<file path="src/hw/rtl/yags_fifo.sv">
`timescale 1ns / 1ps
// ----------------------------------------------------------------------------
// YAGS branch queue
// Small in-order queue between the accept stage and the table update stage.
// ----------------------------------------------------------------------------

module yags_fifo #(
   parameter int WIDTH = 44,
   parameter int DEPTH = 2
) (
   input  logic             clock,
   input  logic             reset,
   input  logic             push,
   input  logic [WIDTH-1:0] push_data,
   input  logic             pop,
   output logic [WIDTH-1:0] pop_data,
   output logic             full,
   output logic             empty
);

   localparam int PW = (DEPTH > 1) ? $clog2(DEPTH) : 1;
   localparam int NW = $clog2(DEPTH + 1);
   localparam logic [PW-1:0] PTR_LAST = PW'(DEPTH - 1);
   localparam logic [NW-1:0] CNT_FULL = NW'(DEPTH);

   logic [WIDTH-1:0] slot_ff [DEPTH];
   logic [PW-1:0]    wr_ptr_ff, wr_ptr_in;
   logic [PW-1:0]    rd_ptr_ff, rd_ptr_in;
   logic [NW-1:0]    count_ff, count_in;
   logic             do_push, do_pop;

   assign full     = (count_ff == CNT_FULL);
   assign empty    = (count_ff == '0);
   assign do_push  = push && !full;
   assign do_pop   = pop && !empty;
   assign pop_data = slot_ff[rd_ptr_ff];

   always_comb begin
      wr_ptr_in = wr_ptr_ff;
      rd_ptr_in = rd_ptr_ff;
      count_in  = count_ff;
      if (do_push) begin
         wr_ptr_in = (wr_ptr_ff == PTR_LAST) ? '0 : wr_ptr_ff + 1'b1;
      end
      if (do_pop) begin
         rd_ptr_in = (rd_ptr_ff == PTR_LAST) ? '0 : rd_ptr_ff + 1'b1;
      end
      if (do_push && !do_pop) begin
         count_in = count_ff + 1'b1;
      end else if (do_pop && !do_push) begin
         count_in = count_ff - 1'b1;
      end
   end

   always_ff @(posedge clock) begin
      if (reset) begin
         wr_ptr_ff <= '0;
         rd_ptr_ff <= '0;
         count_ff  <= '0;
      end else begin
         wr_ptr_ff <= wr_ptr_in;
         rd_ptr_ff <= rd_ptr_in;
         count_ff  <= count_in;
      end
   end

   always_ff @(posedge clock) begin
      if (do_push) begin
         slot_ff[wr_ptr_ff] <= push_data;
      end
   end

endmodule

</file>
<file path="config.mk">
export PLATFORM = sky130hd
export DESIGN_NAME = yags_fifo
export DESIGN_NICKNAME = d
export VERILOG_FILES = /design/src/hw/rtl/yags_fifo.sv
export SDC_FILE = /design/constraint.sdc
export NUM_CORES = 1
export LEC_CHECK = 0
export BUFFER_PORTS_ARGS = -buffer_cell sky130_fd_sc_hd__buf_2
export CORE_AREA = 3 3 102 104
export DETAILED_ROUTE_END_ITERATION = 10
export DIE_AREA = 0 0 105 107
export GPL_ROUTABILITY_DRIVEN = 0
export PLACE_DENSITY_LB_ADDON = 0.12
export SLEW_MARGIN = 25
export SYNTH_ARGS = -nofsm -noshare
export SYNTH_HDL_FRONTEND = slang
export SYNTH_SLANG_ARGS = --single-unit
</file>
<file path="constraint.sdc">
create_clock -name clock -period 2.4 [get_ports clock]
set_input_delay 0.12 -clock clock [delete_from_list [all_inputs] [get_ports clock]]
set_output_delay 0.12 -clock clock [all_outputs]
set_load 0.02 [all_outputs]
</file>
## After elaboration in Yosys (flattened, before gate mapping)

Memory sizes are Yosys's and may differ from the RTL's. A register that Yosys moved wholly into a read port is not among the register bits.
Cells that the tools add are included.

- Register bits: 4
- Bits in latches: 0
- RAM bits: 88
- Memory bits (read-only): 0
- Bits of input ports: 48
- Output and inout bits: 46
- Word-level logic and storage cells: 27
- Memories kept: 1

- $add $sub $neg: 4
- $mul: 0
- Div/mod/pow operators: 0
- $lt $le $gt $ge: 0
- Equality and inequality tests: 1
- Shift operators: 0
- Multiplexer cells: 8
- Bitwise operators: 0
- Reduce and logical (&&, ||, !) cells: 10

Memories:

| name | words | width | read ports | clocked after Yosys merged registers in | write ports | RTL line | RTL |
|---|---|---|---|---|---|---|---|
| slot_ff | 2 | 44 | 1 | 1 | 1 | 26 | `logic [WIDTH-1:0] slot_ff [DEPTH];` |

Operator list:

| kind | number |
|---|---|
| $mux W1 | 6 |
| $logic_and A1 B1 Y1 | 4 |
| $logic_not A1 Y1 | 4 |
| $mux W2 | 2 |
| $add A1 B1 Y1 const B | 2 |
| $add A2 B1 Y2 const B | 1 |
| $eq A2 B2 Y1 const B | 1 |
| $logic_not A2 Y1 | 1 |
| $reduce_bool A2 Y1 | 1 |
| $sub A2 B1 Y2 const B | 1 |

## Depth between registers and ports, before layout

- Depth after elaboration: 7
- Mapped depth: 6
- Gate-level depth less buffers: 6

## Worst setup path before layout

OpenSTA, ideal clock, no wires.

- Kind: flip-flop to flip-flop
- Start: register count_ff[1]
- End: memory slot_ff[1][0] (enable)
- Setup time: 406 ps
- Data arrival time: 1,724 ps
- Data required time: 1,994 ps
- Setup slack: 270 ps
- Stages on the path, launching flop included: 4
- Buffers on the path: 0
- Period minus slack after synthesis: 2,130 ps
- Cell sequence: dfxtp_1 -> nor2b_2 -> nor2_1 -> and2_1

- Cells in the longest elaborated chain, start to end: 5

Ends and longest elaborated chain:

| item | RTL line | RTL |
|---|---|---|
| from (decl) | 29 | `logic [NW-1:0] count_ff, count_in;` |
| from (signal assigned) | 63 | `count_ff <= count_in;` |
| $eq A2 B2 Y1 | 32 | `assign full = (count_ff == CNT_FULL);` |
| net full | 17 | `output logic full,` |
| $logic_not A1 Y1 | 34 | `assign do_push = push && !full;` |
| $logic_and A1 B1 Y1 | 34 |  |
| net do_push | 30 | `logic do_push, do_pop;` |
| $mux W1 | 68 | `if (do_push) begin` |
| $mux W1 (implied by the code) | 69 | `slot_ff[wr_ptr_ff] <= push_data;` |
| to (decl) | 26 |  |

The timed path passes the listed nets, and every way through them passes these cells.

==> impl_results.md <==
* Post-DR wirelength/cell at ~14 um
* Number of standard cells in the final layout excluding fillers at 448
* Postcts setup bufs at 0
* Post-CTS resize count at 0
* Minimum period implied by the final worst setup slack at around 1.8 ns
* Most common flop cell mapped by yosys: sky130_fd_sc_hd__edfxtp_1
* Final Max Slew Viols at 0
* Beginning of the worst hold path: push
* Worst hold path stage count at 4
* Chip Width at 105 um
* Initial antenna violation count at 0
* TritonCTS sink count at 93
* Accumulated negative setup slack at 0 ns
* Total Routing Usage GR at roughly an eighth
* Pwr Density at slightly below 1000 nW/um^2
* Final cycle utilization of the critical path at 75.91%
* Series of cell instances along the critical path: buf_12 > mux2_2 > buf_2
* Netlist cell types at 14
* First-pass GRT wire length at around 10 mm
* Largest net degree at the start of global routing at around 40
* End of the worst register-to-register path: count_ff[1]
* Startpoint kind of the worst setup timing path: flop
* Number of search-and-repair iterations in the first detailed-routing pass at 4
* Library cell with the highest instance count after synthesis: sky130_fd_sc_hd__edfxtp_1
* Most area-consuming cells after synthesis: sky130_fd_sc_hd__edfxtp_1, sky130_fd_sc_hd__mux2_2, sky130_fd_sc_hd__dfxtp_1
* Count of routing violations after the opening detailed-route iteration at approximately 70
* Maximum root-to-sink buffer count at 2
* Placed cell count at a little under 400
* Die outline height at 107 um
* Run status: complete, no violations
* Worst hold path endpoint: wr_ptr_ff
* Kind of critical path: reg2out
* Count of warnings emitted by yosys at 0
* Cell type contributing the most total cell area after synthesis: sky130_fd_sc_hd__edfxtp_1
* Fillers at between 800 and 900
* Layout-stage area growth over the synthesis result at 39.55%
* Setup violation total in the final timing report at 0
* Async S/R FF share, synth at 0%
* TritonCTS buffer count at 9
* Via total after detailed routing at roughly 1900
* Die Footprint at around 11000 um^2
* Storage cell area at around 2700 um^2
* Core Footprint at 9639 um^2
* Final Cell Area at 4728 um^2
* Count of flip-flops with a built-in enable after synthesis at 88
* Later-pin clock latency in the skew report at roughly 0.34 ns
* Crit Path Max Fanout at 31
* Max-cap violations at 0
* Transition time of the tightest slew-check pin at between 0.3 and 0.4 ns
* Peak Freq at 548.9 MHz
* Register-to-Register Path Depth at 4
* Number of top-level design ports at 94
* Final setup skew at roughly 0.013 ns
* Row count at 36
* Post-synthesis area per instance at approximately 21 um^2
* Fin. Hold Viols at 0
* Slack of the worst reg-to-reg path at 0.81 ns
* Sequential-to-total area share from yosys stat at approximately 81%
* NumNets Final at approximately 360
* CP Data Arrival Time at between 1.5 and 2 ns
* CTS H-Tree Depth at 3
* Placed Area at a little over 4000 um^2
* Post-synthesis instance area at about 3400 um^2
* Rel. slew slack at approximately three quarters
* DRC violation count after routing at 0
* Clock transition at the registers of the reported paths at about 0.08 ns
* Cell count after synthesis at around 160
* Launch point of the worst reg-to-reg path: count_ff[0]
* Multi-input combinational cell area at 606.8 um^2
* Max stage delay cell, worst path: sky130_fd_sc_hd__dfxtp_2
* Effective utilization at floorplan at around a third
* Setup WS pre-CTS at between 0.8 and 0.9 ns
* WL final at ~6.3 mm
* Number of flip-flops and latches in the synthesized netlist at 93
* Utilization of the core after routing at 49.05%
* Type of element capturing the critical path: primary output
* Detailed placement HPWL at 3.904 mm
* Most frequent cells after synthesis: sky130_fd_sc_hd__edfxtp_1, sky130_fd_sc_hd__mux2_2, sky130_fd_sc_hd__dfxtp_1, sky130_fd_sc_hd__nor2_1
* Peak ir drop on the vdd network at 0.3694 mV
* Slowest stage delay, CP at around 0.56 ns
* Share of layout cells above drive strength 1 at between 50% and 60%
* Overall power of the completed layout at about 4.7 mW
* Worst min path class: in2reg
* Worst hold margin at between 0.15 and 0.2 ns
* Clock tree from TritonCTS: built
* GRT Residual Overflow at 0
* Top cell type's share of synthesized area at 77.99%
* Antenna Violating Nets Remaining at 0
* Root Buffer: sky130_fd_sc_hd__clkbuf_8
* Static leakage at ~1.8 nW
* Vias in the first global route at between 2000 and 2500
* Vias per cell at 4.279
* Count of input and output buffers at 93
* Critical path required time at between 2 and 2.5 ns
* Antenna diode count at 0
* Net count of the mapped netlist at around 210
* Minimum setup slack in the final design at 0.5781 ns
* Setup repair after global routing missed its margin: false
==> cell type report <==
cell class,count,share of cell area [%]
Sequential cell,93,58.03
Tap cell,133,3.519
Multi-Input combinational cell,62,12.83
Inverter,2,0.1588
Clock buffer,12,2.858
Timing Repair Buffer,142,20.53
Clock inverter,4,2.064
==> where the power goes <==
| part | switching (mW) | leakage, nW | total [mW] | internal, mW |
|---|---|---|---|---|
| sequential | 0.0904 | 0.863 | 2.13 | 2.04 |
| clock | 0.494 | 0.111 | 1.19 | 0.694 |
| combinational | 0.779 | 0.800 | 1.37 | 0.586 |
| total | 1.36 | 1.77 | 4.68 | 3.32 |
==> flip-flops by register name (all words and copies together) (netlist names), named ones only <==
name,cells
slot_ff,88
rd_ptr_ff,1
count_ff,2
wr_ptr_ff,1
==> cells in the final DEF, fill, tap and decap left out, drive strengths merged, types with 3 or more instances in the layout <==
cell type / synthesis / layout
buf: 5 / 97
edfxtp: 88 / 88
dlygate4sd3: 0 / 45
mux2: 44 / 44
clkbuf: 0 / 12
nor2: 5 / 5
dfxtp: 5 / 5
o21ai: 3 / 3
xor2: 3 / 3
bufinv: 0 / 3
==> per-layer routing <==
layer,share of wire [%],vias up,global-route usage [%]
met2,51,61,19.84
met4,0.90,0,5.342
met5,0,-,0
met3,4.9,7,3.131
li1,-,921,-
met1,43,928,13.87
==> critical path, delay by kind of cell (launching register included) <==
family                 cells  cell delay (ns)
buffers and inverters      2             0.42
DFF                        1             0.56
muxes                      1             0.37
==> repair_timing <==
action,4_1_cts,5_1_grt
hold endpoints to repair,92,0
setup endpoints to repair,0,0
hold buffers,45,0
==> cells by family (layout without fill, tap and decap cells) <==
kind of cell    count (synthesis)  after routing  synth area share [%]
flops                          93             93                 80.95
simple gates                    9              9                 1.366
xor+xnor                        3              3                0.7756
compound gates                  5              5                0.7384
mux                            44             44                 14.62
fa+ha+maj                       1              1                0.3692
buf+inv                         7            160                 1.182
==> worst max path at each step <==
stage                start            end  slack (ns)  cells past startpoint
2_1_floorplan  count_ff[1]  slot_ff[1][0]        0.27                      3
3_3_place_gp   count_ff[0]  slot_ff[0][5]        0.82                      4
3_5_place_dp   count_ff[0]  slot_ff[0][5]        0.82                      4
4_1_cts               flop   pop_data[21]        0.49                      3
5_1_grt               flop   pop_data[13]        0.46                      3
6_report              flop   pop_data[11]        0.58                      3
(Power assumes the default switching activity.)
