--- src/hw/rtl/yags_pkg.sv ---
`timescale 1ns / 1ps
// ----------------------------------------------------------------------------
// YAGS predictor package
// Transaction types, unit status and state encodings shared by the predictor.
// ----------------------------------------------------------------------------

package yags_pkg;

   localparam int PC_BITS     = 32;
   localparam int QUEUE_DEPTH = 2;

   typedef struct packed {
      logic [PC_BITS-1:0] pc;
      logic               taken;
   } req_type;

   typedef struct packed {
      logic predicted_taken;
      logic correct;
   } rsp_type;

   typedef struct packed {
      logic clearing;
   } back_status_type;

   typedef enum logic [1:0] {
      F_IDLE,
      F_MOD,
      F_PUSH
   } front_state_type;

   typedef enum logic [2:0] {
      B_CLEAR,
      B_IDLE,
      B_MOD,
      B_READ,
      B_EXEC
   } back_state_type;

endpackage

--- src/hw/rtl/yags_mod.sv ---
`timescale 1ns / 1ps
// ----------------------------------------------------------------------------
// YAGS index reduction
// Remainder of a 32-bit operand by a constant modulus, by reciprocal
// multiplication, with the quotient, its product and the remainder registered in turn.
// ----------------------------------------------------------------------------

module yags_mod #(
   parameter int MODULUS = 512
) (
   input  logic                       clock,
   input  logic                       reset,
   input  logic                       start,
   input  logic [yags_pkg::PC_BITS-1:0] operand,
   output logic                       done,
   output logic [$clog2(MODULUS)-1:0] remainder
);

   localparam int XW    = yags_pkg::PC_BITS;
   localparam int RW    = $clog2(MODULUS);
   localparam int SHIFT = XW - 1 + RW;
   localparam int QW    = 2 * XW - SHIFT;
   localparam logic [XW-1:0] RECIP = XW'((64'd1 << SHIFT) / 64'(MODULUS));
   localparam logic [XW-1:0] MOD_D = XW'(MODULUS);

   logic [XW-1:0]   opnd_ff, opnd_in;
   logic [QW-1:0]   quot_ff, quot_in;
   logic [XW-1:0]   qd_ff, qd_in;
   logic [RW-1:0]   rem_ff, rem_in;
   logic [3:0]      stage_ff, stage_in;
   logic [2*XW-1:0] product;

   // quotient estimate is exact or one low
   assign product = (2*XW)'(opnd_ff) * (2*XW)'(RECIP);

   always_comb begin
      logic [XW-1:0] diff;
      opnd_in  = start ? operand : opnd_ff;
      quot_in  = product[2*XW-1:SHIFT];
      qd_in    = XW'(quot_ff) * MOD_D;
      diff     = opnd_ff - qd_ff;
      if (diff >= MOD_D) begin
         diff = diff - MOD_D;
      end
      rem_in   = diff[RW-1:0];
      stage_in = {stage_ff[2:0], start};
   end

   always_ff @(posedge clock) begin
      if (reset) begin
         stage_ff <= '0;
      end else begin
         stage_ff <= stage_in;
      end
   end

   always_ff @(posedge clock) begin
      opnd_ff <= opnd_in;
      quot_ff <= quot_in;
      qd_ff   <= qd_in;
      rem_ff  <= rem_in;
   end

   assign done      = stage_ff[3];
   assign remainder = rem_ff;

endmodule

--- src/hw/rtl/yags_front.sv ---
`timescale 1ns / 1ps
// ----------------------------------------------------------------------------
// YAGS accept stage
// Takes a resolved branch, reduces its choice index and queues the transaction.
// ----------------------------------------------------------------------------

module yags_front #(
   parameter int CHOICE_ENTRIES = 2048
) (
   input  logic                              clock,
   input  logic                              reset,
   input  logic                              start,
   input  yags_pkg::req_type                 req_item,
   input  logic                              hold,
   output logic                              busy,
   output logic                              push,
   output logic [yags_pkg::PC_BITS+$clog2(CHOICE_ENTRIES):0] push_data,
   input  logic                              queue_full
);

   localparam int CW = $clog2(CHOICE_ENTRIES);

   yags_pkg::front_state_type state_ff, state_in;
   yags_pkg::req_type         item_ff, item_in;
   logic [CW-1:0]             ci_ff, ci_in;
   logic                      accept;
   logic                      mod_done;
   logic [CW-1:0]             mod_rem;

   assign busy   = (state_ff != yags_pkg::F_IDLE) || hold;
   assign accept = start && !busy;

   yags_mod #(
      .MODULUS (CHOICE_ENTRIES)
   ) u_mod (
      .clock     (clock),
      .reset     (reset),
      .start     (accept),
      .operand   (req_item.pc),
      .done      (mod_done),
      .remainder (mod_rem)
   );

   always_comb begin
      state_in = state_ff;
      item_in  = item_ff;
      ci_in    = ci_ff;
      push     = 1'b0;
      unique case (state_ff)
         yags_pkg::F_IDLE: begin
            if (accept) begin
               item_in  = req_item;
               state_in = yags_pkg::F_MOD;
            end
         end
         yags_pkg::F_MOD: begin
            if (mod_done) begin
               ci_in    = mod_rem;
               state_in = yags_pkg::F_PUSH;
            end
         end
         yags_pkg::F_PUSH: begin
            if (!queue_full) begin
               push     = 1'b1;
               state_in = yags_pkg::F_IDLE;
            end
         end
         default: state_in = yags_pkg::F_IDLE;
      endcase
   end

   assign push_data = {item_ff.pc, item_ff.taken, ci_ff};

   always_ff @(posedge clock) begin
      if (reset) begin
         state_ff <= yags_pkg::F_IDLE;
      end else begin
         state_ff <= state_in;
      end
   end

   always_ff @(posedge clock) begin
      item_ff <= item_in;
      ci_ff   <= ci_in;
   end

endmodule

--- config.mk ---
export PLATFORM = sky130hd
export DESIGN_NAME = yags_front
export DESIGN_NICKNAME = d
export VERILOG_FILES = /design/src/hw/rtl/yags_pkg.sv /design/src/hw/rtl/yags_mod.sv /design/src/hw/rtl/yags_front.sv
export SDC_FILE = /design/constraint.sdc
export NUM_CORES = 1
export LEC_CHECK = 0
export BUFFER_PORTS_ARGS = -buffer_cell sky130_fd_sc_hd__buf_2
export CAP_MARGIN = 25
export CORE_MARGIN = 4
export CORE_UTILIZATION = 46
export DETAILED_ROUTE_END_ITERATION = 10
export PLACE_DENSITY = 0.81
export SYNTH_ARGS = -nofsm -noshare
export SYNTH_HDL_FRONTEND = slang
export SYNTH_SLANG_ARGS = --single-unit
export TNS_END_PERCENT = 1
--- constraint.sdc ---
create_clock -name clock -period 5.96 [get_ports clock]
set_input_delay 0.298 -clock clock [delete_from_list [all_inputs] [get_ports clock]]
set_output_delay 0.298 -clock clock [all_outputs]
set_load 0.01 [all_outputs]
Word level (Yosys, flattened, before mapping). Index checks and enable logic that the tools add are counted.

Flip-flop bits (word level): 135. Input port bits: 38. Output and inout port bits: 46. Logic and storage cells: 32.

$add $sub $neg: 2. Order comparisons: 1. Eq/ne operators: 5. Muxes and demuxes: 7. Reduce and logical (&&, ||, !) cells: 8.

Operators with widths (number): $ge 32x12->1 const B (1); $sub 32x32->32 (1); $mux 11 (1); $sub 11x1->11 const B (1); $mux 2 (3); $pmux 2 s3 (1); $ne 2x1->1 const B (2); $reduce_and 2->1 (2); $reduce_and 3->1 (1); $eq 2x1->1 const B (1); $eq 2x2->1 const B (1); $logic_not 2->1 (1); $mux 1 (2); $ne 2x2->1 const B (1); $reduce_bool 2->1 (1); $logic_and 1x1->1 (1); $logic_not 1->1 (1); $logic_or 1x1->1 (1).

Longest topological paths before layout. Gate-level depths: netlist of the first run.

Word-level depth: 6. Mapped depth: 2. Mapped depth without buffers: 2.

By module. Synthesis of the first run repeated with hierarchy kept, for this count alone.

Cells, all modules: 87. Area, all modules: 2102.0 µm².

Modules (own cells, without submodules): yags_front (instances 1, cells an instance 57, area an instance 1446.4 µm², sequential area each 1361.3 µm²); yags_mod (instances 1, cells an instance 30, area an instance 655.6 µm², sequential area each 630.6 µm²).

Worst setup path before layout of the first run. Ideal clock, no wire load.

Kind: register to register. From: register state_ff[1]. To: register item_ff, in the netlist push_data[11] (enable). Setup time: 0.519 ns. Arrival time: 3.888 ns. Required time: 5.441 ns. Setup slack: 1.552 ns. Cell stages (with the launch flop): 2. Path buffers: 0. Clock period less this slack: 4.408 ns. Path through: dfxtp_1 > nor4b_1.

Cells in the longest elaborated chain, start to end: 5. Elaborated cells between the ends (all ways): 6. Classes of those cells: reduce/logical: 6.

Ends and longest elaborated chain: start: declaration (RTL line yags_front.sv:23) `yags_pkg::front_state_type state_ff, state_in;`; start signal: assignment (RTL line yags_front.sv:76) `state_ff <= yags_pkg::F_IDLE;`; start signal: assignment (RTL line yags_front.sv:78) `state_ff <= state_in;`; $reduce_bool 2->1 (RTL line yags_front.sv:30) `assign busy = (state_ff != yags_pkg::F_IDLE) || hold;`; $logic_or 1x1->1 (RTL line yags_front.sv:30); $logic_not 1->1 (RTL line yags_front.sv:31) `assign accept = start && !busy;`; $logic_and 1x1->1 (RTL line yags_front.sv:31); $reduce_and 2->1 (no line) (*); end signal: assignment (RTL line yags_front.sv:83) `item_ff <= item_in;`; end: declaration (RTL line yags_front.sv:24) `yags_pkg::req_type item_ff, item_in;`.

Mark *: on every way between the ends. The rest lies on a longest branch, timed or not. A chain may end at the register's enable or synchronous reset.

Worst setup path in the final report of the first run.
From: register state_ff[1]. To: output port busy.

Cells in the longest elaborated chain, start to end: 2.

Ends and longest elaborated chain: $reduce_bool 2->1 (RTL line yags_front.sv:30); $logic_or 1x1->1 (RTL line yags_front.sv:30); end: declaration (RTL line yags_front.sv:15) `output logic busy,`.

No other way between the ends.

==> flow_summary.json, run 1 <==
{
  "min_from": "req_item[14]",
  "cts_tree": "yes",
  "fmax_mhz": 610,
  "outcome": "finished clean",
  "p_leak_nw": 1.13,
  "synthXorXnorAreaFrac": 0,
  "endpoint_kind": "output port",
  "period_minus_slack_ps": 1640,
  "drt_first_iter_violations": 78,
  "root_buffer": "clkbuf_8",
  "clkSlewWorstSetupHoldPaths_ps": 70,
  "critical_path_class": "reg -> out",
  "num_vias": 1086,
  "ios": 84,
  "crit-reg2reg-capture": "push_data[39]$_DFFE_PP_",
  "cap_violations": 0,
  "final_cell_mix": "buf_2 (83), edfxtp_1 (55), dfxtp_1 (17), clkbuf_8 (10), nor2b_1 (4)",
  "final_nets": 221,
  "die_h_um": 75.7,
  "htree_num_levels": 3,
  "seq_area_sq_um": 1990,
  "grt_max_degree": 34,
  "wire_per_inst_um": 15.6,
  "critical_path.reg2reg.startpoint": "state_ff[1]$_SDFFE_PP0P_",
  "synth.area.top_cells": "edfxtp_1 (78%), dfxtp_1 (16%), nor2b_1 (1.2%)",
  "routabilityCongestion": 0.708,
  "synth_seq_cells": 72,
  "postCtsHoldBufs": 0,
  "syn_nets": 125,
  "area_growth_pct": 33.2,
  "dp.final_hpwl_mm": 2.74,
  "vias_per_cell": 4.53,
  "slew_headroom": 0.718,
  "drive_gt1_frac": 0.553,
  "postCtsSetupBuffers": 0,
  "grt_antenna_before_repair": 0,
  "multi_input_area_sq_um": 119,
  "powerDensity_nw_per_um2": 346,
  "die_w_um": 75.7,
  "finalCritPeriodShare": 0.275,
  "drc": 0,
  "crit_fanout": 7,
  "n_fill_cell": 312,
  "cts_sinks": 72,
  "syn_inst": 87,
  "hold_end": "push_data[25]$_DFFE_PP_",
  "rows": 24,
  "clkLatencyLatePin_ps": 330,
  "grt_pass1_wl_mm": 5.55,
  "required_ps": 5660,
  "rrSetupSlack_ps": 4490,
  "critPathLaunchType": "register",
  "utilization": 0.640,
  "synth_top_family_by_area": "simple AND/OR/NAND/NOR gates",
  "setup-tns-final_ps": 0,
  "num_antenna_cells": 0,
  "clk_path_buf_depth": 2,
  "drt-total-wl_mm": 3.74,
  "synth_fa_ha_area_frac": 0,
  "rsz0062_at_grt": "no",
  "setup_viol": 0,
  "finalHoldViolations": 0,
  "holdCritPathClass": "in -> reg",
  "overflow": 0,
  "finalClockSkew_ps": 9.66,
  "coreArea_sq_um": 4380,
  "synth_compound_area_frac": 0.00831,
  "drtAntennaViolNets": 0,
  "synthMuxAreaShare": 0,
  "grt_usage": 0.140,
  "io_buffers": 83,
  "post_cts_resized": 0,
  "drv_slew": 0,
  "synth-seq-area-share": 0.945,
  "ir_drop_mv": 0.172,
  "synth_area_sq_um": 2110,
  "yosys.area_share.simple": 0.0451,
  "critPathArrivalTime_ps": 1340,
  "synth_top_cell_by_area": "edfxtp_1",
  "synthDistinctLibCells": 13,
  "final_common_cell": "buf_2",
  "ff2ff_path_depth": 2,
  "synth_warnings": 0,
  "hold_path_depth": 1,
  "dr.pass1.iters": 4,
  "tightestPinTransition_ps": 422,
  "avgSynthCellArea_sq_um": 24.2,
  "grt_pass1_vias": 1145,
  "initial_core_util": 0.481,
  "cts_made_buffers": 9,
  "die_area_sq_um": 5730,
  "synth_top_cell_area_share": 0.783
}
==> routing by layer <==
layer	track usage	wire length, um
met1	0.161	1420
met2	0.222	2010
met3	0.0475	246
met4	0.0932	65
met5	0	0
==> registers in the layout, indices dropped and copies added (netlist names) <==
name / count
u_mod.opnd_ff: 11
state_ff: 2
push_data: 33
ci_ff: 11
u_mod.stage_ff: 4
u_mod.remainder: 11
==> worst max-delay path by stage <==
stage,from,endpoint,slack (ps),depth (start not counted)
6_report,state_ff[1]$_SDFFE_PP0P_,busy,4320,2
5_1_grt,state_ff[1]$_SDFFE_PP0P_,busy,4260,2
4_1_cts,state_ff[1]$_SDFFE_PP0P_,busy,4310,2
3_5_place_dp,state_ff[1]$_SDFFE_PP0P_,push_data[30]$_DFFE_PP_,4500,2
3_3_place_gp,hold,push_data[30]$_DFFE_PP_,4580,3
2_1_floorplan,state_ff[1]$_SDFFE_PP0P_,push_data[11]$_DFFE_PP_,1550,1
==> power breakdown <==
part	internal [mW]	switching, mW	total (mW)	leakage (nW)
clock network	0.204	0.162	0.366	0.0993
logic	0.0185	0.0221	0.0406	0.380
registers	0.560	0.00514	0.565	0.651
==> kinds of logic (layout without fill, tap and decap cells) <==
group / Yosys count / after routing
compound gates: 2 / 2
flops: 72 / 72
simple gates: 12 / 12
buf+inv: 1 / 102
==> cell type report <==
type | instances | share of cell area
Timing Repair Buffer | 85 | 0.153
Sequential cell | 72 | 0.709
Clock inverter | 5 | 0.0201
Multi-Input combinational cell | 14 | 0.0423
Clock buffer | 11 | 0.0504
Inverter | 1 | 0.00134
Tap cell | 52 | 0.0232
==> Yosys cell counts (all sizes together) <==
cell,count
edfxtp,55
dfxtp,17
a21oi,1
nand3b,2
or2b,1
nor4b,2
nor2b,4
nor3b,1
or3,1
inv,1
a211oi,1
or3b,1
==> metrics by stage <==
step                      hold slack (ps)  power [mW]  instance area (sq um)  setup WS [ps]  cells
after floorplan                       323       0.590                   2110           1550     87
after global placement                323       0.614                   2610           4580    224
after detailed placement              327       0.617                   2610           4500    224
after CTS                             125       0.984                   2810           4310    240
after global routing                  119        1.01                   2810           4260    240
final                                 141       0.972                   2810           4320    240
==> critical path, cell delays in order (launching register included) <==
cell and delay, ps:
dfxtp_1 380, or3_2 480, buf_2 150
(Power assumes the default switching activity.)
==> run 2, diff against run 1 <==
ABC_AREA = 1   (was unset)
CORE_UTILIZATION = 42   (was 46)
PLACE_DENSITY = 0.79   (was 0.81)
clock period = 1.35 ns   (was 5.96 ns; I/O delays follow)
==> run 2 against run 1 <==
Net effect: sequential power increased to 4.4 times the previous value; total power increased to 4.6 times the previous value; first-iteration DRC count increased by 6.4%; via count increased by 17%; setup slack got worse by 4200 ps; combinational power increased to 6.8 times the previous value; cell count increased by 25%; critical path depth increased by 1; hold slack got worse by 130 ps; core utilization increased by 2.5 points; critical path type unchanged; largest cell class unchanged; largest power group unchanged; highest routed layer unchanged.
==> flow_summary.json, run 2 <==
{
  "synthXorXnorAreaFrac": 0,
  "cts_sinks": 72,
  "die_w_um": 78.6,
  "powerDensity_nw_per_um2": 1410,
  "io_buffers": 83,
  "p_leak_nw": 1.31,
  "drt_first_iter_violations": 83,
  "clkLatencyLatePin_ps": 350,
  "synth_compound_area_frac": 0.00239,
  "synth.area.top_cells": "edfxtp_1 (79%), dfxtp_1 (16%), inv_1 (1.8%)",
  "vias_per_cell": 4.22,
  "synth_top_family_by_area": "simple AND/OR/NAND/NOR gates",
  "routabilityCongestion": 0.707,
  "synth_top_cell_area_share": 0.789,
  "dr.pass1.iters": 4,
  "drc": 0,
  "crit_fanout": 3,
  "critPathMaxStageDelay_ps": 370,
  "synth_warnings": 0,
  "htree_num_levels": 3,
  "synth-seq-area-share": 0.951,
  "synth_ff_type": "edfxtp_1",
  "startpoint": "state_ff[1]$_SDFFE_PP0P_",
  "holdCritPathClass": "in -> reg",
  "drtAntennaViolNets": 0,
  "cts_tree": "yes",
  "ios": 84,
  "min_from": "queue_full",
  "drive_gt1_frac": 0.451,
  "avgSynthCellArea_sq_um": 21.6,
  "rows": 25,
  "grt_max_degree": 27,
  "ir_drop_mv": 1.02,
  "slew_headroom": 0.727,
  "critical_path_class": "reg -> out",
  "clkSlewWorstSetupHoldPaths_ps": 80,
  "async_flop_share": 0,
  "grt_usage": 0.159,
  "die_h_um": 78.6,
  "die_area_sq_um": 6180,
  "area_growth_pct": 52.2,
  "tightestPinTransition_ps": 410,
  "syn_inst": 97,
  "rsz0062_at_grt": "no",
  "cp.buffers_inverters": 2,
  "synth_area_sq_um": 2090,
  "setup-tns-final_ps": 0,
  "largest_register_ffs": 33,
  "utilization": 0.666,
  "clk_path_buf_depth": 2,
  "synthDistinctLibCells": 9,
  "synthMuxAreaShare": 0,
  "synth_seq_cells": 72,
  "yosys.area_share.simple": 0.0287,
  "finalCritPeriodShare": 0.921,
  "wire_per_inst_um": 15.3,
  "final_common_cell": "buf_2",
  "drv_slew": 0,
  "cts_made_buffers": 9,
  "critical_path.reg2reg.startpoint": "state_ff[1]$_SDFFE_PP0P_",
  "final_cell_mix": "buf_2 (83), edfxtp_1 (55), dlygate4sd3_1 (34), dfxtp_1 (17)",
  "root_buffer": "clkbuf_8",
  "yosys-top-cells-count": "edfxtp_1 (55), dfxtp_1 (17), inv_1 (10)",
  "setup_viol": 0,
  "finalClockSkew_ps": 11.4,
  "fmax_mhz": 804,
  "drt-total-wl_mm": 4.60,
  "num_antenna_cells": 0,
  "grt_pass1_vias": 1348,
  "crit_path_cell_trace": "inv_1, nor3_1, buf_2",
  "grt_antenna_before_repair": 0,
  "synth_edf_count": 55,
  "post-place-cells": 250,
  "synth_top_cell_by_area": "edfxtp_1",
  "synth_fa_ha_area_frac": 0,
  "initial_core_util": 0.438,
  "overflow": 0,
  "final_nets": 266,
  "finalHoldViolations": 0,
  "period_minus_slack_ps": 1240,
  "grt_pass1_wl_mm": 6.98,
  "num_vias": 1267,
  "crit_slowest_cell": "dfxtp_1",
  "yosysMostFrequentCell": "edfxtp_1",
  "critPathLaunchType": "register",
  "endpoint_kind": "output port",
  "syn_nets": 135,
  "critPathArrivalTime_ps": 1180,
  "final_cells": 300,
  "required_ps": 1280,
  "outcome": "finished clean",
  "critPathTopFamily": "flip-flops",
  "cap_violations": 0,
  "coreArea_sq_um": 4790
}
==> run 2: final timing paths <==
check                           endpoint  slack [ps]  cells after the start
min             state_ff[1]$_SDFFE_PP0P_          10                      3
max reg2reg      push_data[32]$_DFFE_PP_         140                      4
max                                 push         110                      3
min reg2reg  u_mod.remainder[10]$_DFF_P_         350                      0
==> run 2: final cells by class <==
class,instances,area (sq um)
Timing Repair Buffer,120,791
Tap cell,67,83.8
Multi-Input combinational cell,15,77.6
Fill cell,329,1600
Clock inverter,6,67.6
Clock buffer,10,138
Inverter,10,37.5
Sequential cell,72,1990
==> run 2: worst min-delay path: cells and delay by family <==
kind / cells / cell delay, ps
AO/OA/AOI/OAI: 1 / 60
buffers and inverters: 1 / 110
AND/OR/NAND/NOR: 1 / 70
==> run 2: power breakdown <==
part / internal (mW) / total, mW / switching (mW)
sequential: 2.47 / 2.50 / 0.0244
clock: 0.909 / 1.73 / 0.822
combinational: 0.150 / 0.278 / 0.128
total: 3.53 / 4.51 / 0.974
==> run 2: timing repair <==
| item | CTS | global route |
|---|---|---|
| gates resized for setup | 0 | 0 |
| setup buffers | 0 | 0 |
| hold buffers | 34 | 0 |
| hold endpoints to repair | 48 | 0 |
==> run 2: through the flow <==
step                      cell area (sq um)  power [mW]  hold WS [ps]  worst slack [ps]
after floorplan                        2110        2.61           137              -128
after global placement                 2640        2.73           244               176
after detailed placement               2640        2.74           246               116
after CTS                              3190        4.48          2.33              99.9
after global routing                   3190        4.68          3.87              16.4
final                                  3190        4.51          13.5               107
==> run 2: kinds of logic (layout without fill, tap and decap cells) <==
| logic type | after synthesis | after routing |
|---|---|---|
| compound gates | 1 | 1 |
| buf+inv | 10 | 146 |
| flops | 72 | 72 |
| simple gates | 14 | 14 |
==> run 2: metal layers <==
layer,up-vias,wire (um),GRT usage
li1,614,-,-
met1,595,1700,0.165
met2,52,2510,0.280
met3,6,304,0.0642
met4,0,82,0.0734
met5,-,0,0
==> run 3, diff against run 2 <==
SYNTH_HIERARCHICAL = 1   (was unset)
==> run 3 against run 2 <==
Net effect: area after synthesis is essentially flat; via count decreased by 0.71%; clock skew is 5.1 ps lower; highest routed layer unchanged.
==> flow_summary.json, run 3 <==
{
  "outcome": "finished clean",
  "setup-tns-final_ps": 0,
  "routabilityCongestion": 0.688,
  "synth_ff_type": "edfxtp_1",
  "coreArea_sq_um": 4790,
  "grt_antenna_before_repair": 0,
  "drtAntennaViolNets": 0,
  "highest_layer": "met4",
  "hold_path_depth": 3,
  "htree_num_levels": 3,
  "vias_per_cell": 4.21,
  "overflow": 0,
  "p_total_mw": 4.29,
  "finalInstanceArea_sq_um": 3180,
  "powerDensity_nw_per_um2": 1350,
  "grt_max_degree": 26,
  "die_h_um": 78.6,
  "cts_tree": "yes",
  "largest_register_ffs": 33,
  "required_ps": 1330,
  "clk_path_buf_depth": 2,
  "num_vias": 1258,
  "critPathArrivalTime_ps": 1180,
  "grt_usage": 0.162,
  "critPathLaunchType": "register",
  "preCtsSetupSlack_ps": 162,
  "cts_sinks": 72,
  "crit_fanout": 11,
  "finalCritPeriodShare": 0.892,
  "drv_slew": 0,
  "endpoint_kind": "register",
  "multi_input_area_sq_um": 70.1,
  "synth_top_cell_area_share": 0.788,
  "ir_drop_mv": 1.39,
  "cts_made_buffers": 9,
  "slew_headroom": 0.727,
  "period_minus_slack_ps": 1200,
  "die_area_sq_um": 6180,
  "drive_gt1_frac": 0.453,
  "cap_violations": 0,
  "grt_pass1_wl_mm": 7.04,
  "n_fill_cell": 312,
  "synth_edf_count": 55,
  "ios": 84,
  "rsz0062_at_grt": "no",
  "min_from": "start",
  "syn_inst": 95,
  "synth_seq_cells": 72,
  "setup_viol": 0,
  "avgSynthCellArea_sq_um": 22.1,
  "yosysMostFrequentCell": "edfxtp_1",
  "grt_pass1_vias": 1347,
  "clkSlewWorstSetupHoldPaths_ps": 60,
  "drt-total-wl_mm": 4.67,
  "startpoint": "state_ff[1]$_SDFFE_PP0P_",
  "drc": 0,
  "io_buffers": 83,
  "synth-seq-area-share": 0.950,
  "root_buffer": "clkbuf_8",
  "area_growth_pct": 51.8,
  "die_w_um": 78.6,
  "fmax_mhz": 830,
  "tightestPinTransition_ps": 409,
  "utilization": 0.665,
  "clkLatencyLatePin_ps": 330,
  "drt_first_iter_violations": 58,
  "synth_warnings": 6,
  "synthDistinctLibCells": 11,
  "postCtsSetupBuffers": 0,
  "yosys-top-cells-count": "edfxtp_1 (55), dfxtp_1 (17), inv_1 (9)",
  "ff2ff_path_depth": 3,
  "dp.final_hpwl_mm": 2.66,
  "synth.area.top_cells": "edfxtp_1 (79%), dfxtp_1 (16%), inv_1 (1.6%)",
  "seq_area_sq_um": 1990,
  "rows": 25,
  "holdCritPathClass": "in -> reg",
  "synth_area_sq_um": 2100,
  "wl_met1_mm": 1.54,
  "synth_top_cell_by_area": "edfxtp_1",
  "final_common_cell": "buf_2",
  "num_antenna_cells": 0,
  "postCtsHoldBufs": 34,
  "wire_per_inst_um": 15.6,
  "async_flop_share": 0,
  "post_cts_resized": 0,
  "wl_met2_mm": 2.87,
  "syn_nets": 133,
  "critical_path.reg2reg.startpoint": "state_ff[1]$_SDFFE_PP0P_",
  "final_cell_mix": "buf_2 (83), edfxtp_1 (55), dlygate4sd3_1 (35), dfxtp_1 (16), clkbuf_8 (12)",
  "layout_setup_ws_ps": 145,
  "p_leak_nw": 1.30,
  "finalClockSkew_ps": 6.23,
  "initial_core_util": 0.438,
  "wl_met3_um": 150,
  "final_nets": 265,
  "dpl_cell_area_sq_um": 2650,
  "critical_path_class": "reg -> reg",
  "dr.pass1.iters": 4,
  "finalHoldViolations": 0
}
[run 3: cell types whose count changed in the layout (fill, tap and decap cells not counted), moves of 2 or more]
cell	before	now
nand3_1	3	1
clkbuf_8	10	12
clkinv_2	1	3
inv_1	10	8
[run 3: stage by stage]
stage	hold WS, ps	std cells
floorplan	129	95
global placement	245	248
detailed placement	246	248
CTS	3.83	298
global route	75.6	299
finish	76.4	299
[run 3: critical path, stage by stage, from the launching register on]
cell     delay [ps]
dfxtp_1         320
inv_1           110
nand3_1         100
inv_1           330
[run 3: kinds of logic (layout without fill, tap and decap cells)]
group | after synthesis | after routing | synth area share
compound gates | 2 | 2 | 0.00478
buf+inv | 9 | 146 | 0.0161
flops | 72 | 72 | 0.950
simple gates | 12 | 12 | 0.0287
[run 3: metal layers]
metal	up-vias	track usage
li1	606	-
met1	601	0.156
met2	41	0.314
met3	10	0.0344
met4	0	0.0839
met5	-	0
[run 3: final cells by class]
cell class / instances / share of cell area
Clock buffer: 13 / 0.0531
Clock inverter: 3 / 0.00472
Inverter: 9 / 0.0118
Multi-Input combinational cell: 14 / 0.0220
Sequential cell: 72 / 0.626
Tap cell: 67 / 0.0263
Timing Repair Buffer: 121 / 0.256
[run 3: power by group]
group	total (mW)	switching (mW)	internal, mW	leakage, nW
clock	1.51	0.702	0.809	0.0992
combinational	0.283	0.128	0.154	0.553
sequential	2.50	0.0233	2.47	0.651
[run 3: worst paths after layout]
path	end	slack, ps
max	ci_ff[9]$_DFFE_PP_	150
min reg2reg	u_mod/remainder[0]$_DFF_P_	340
min	state_ff[0]$_SDFFE_PP0P_	80
max reg2reg	ci_ff[9]$_DFFE_PP_	150
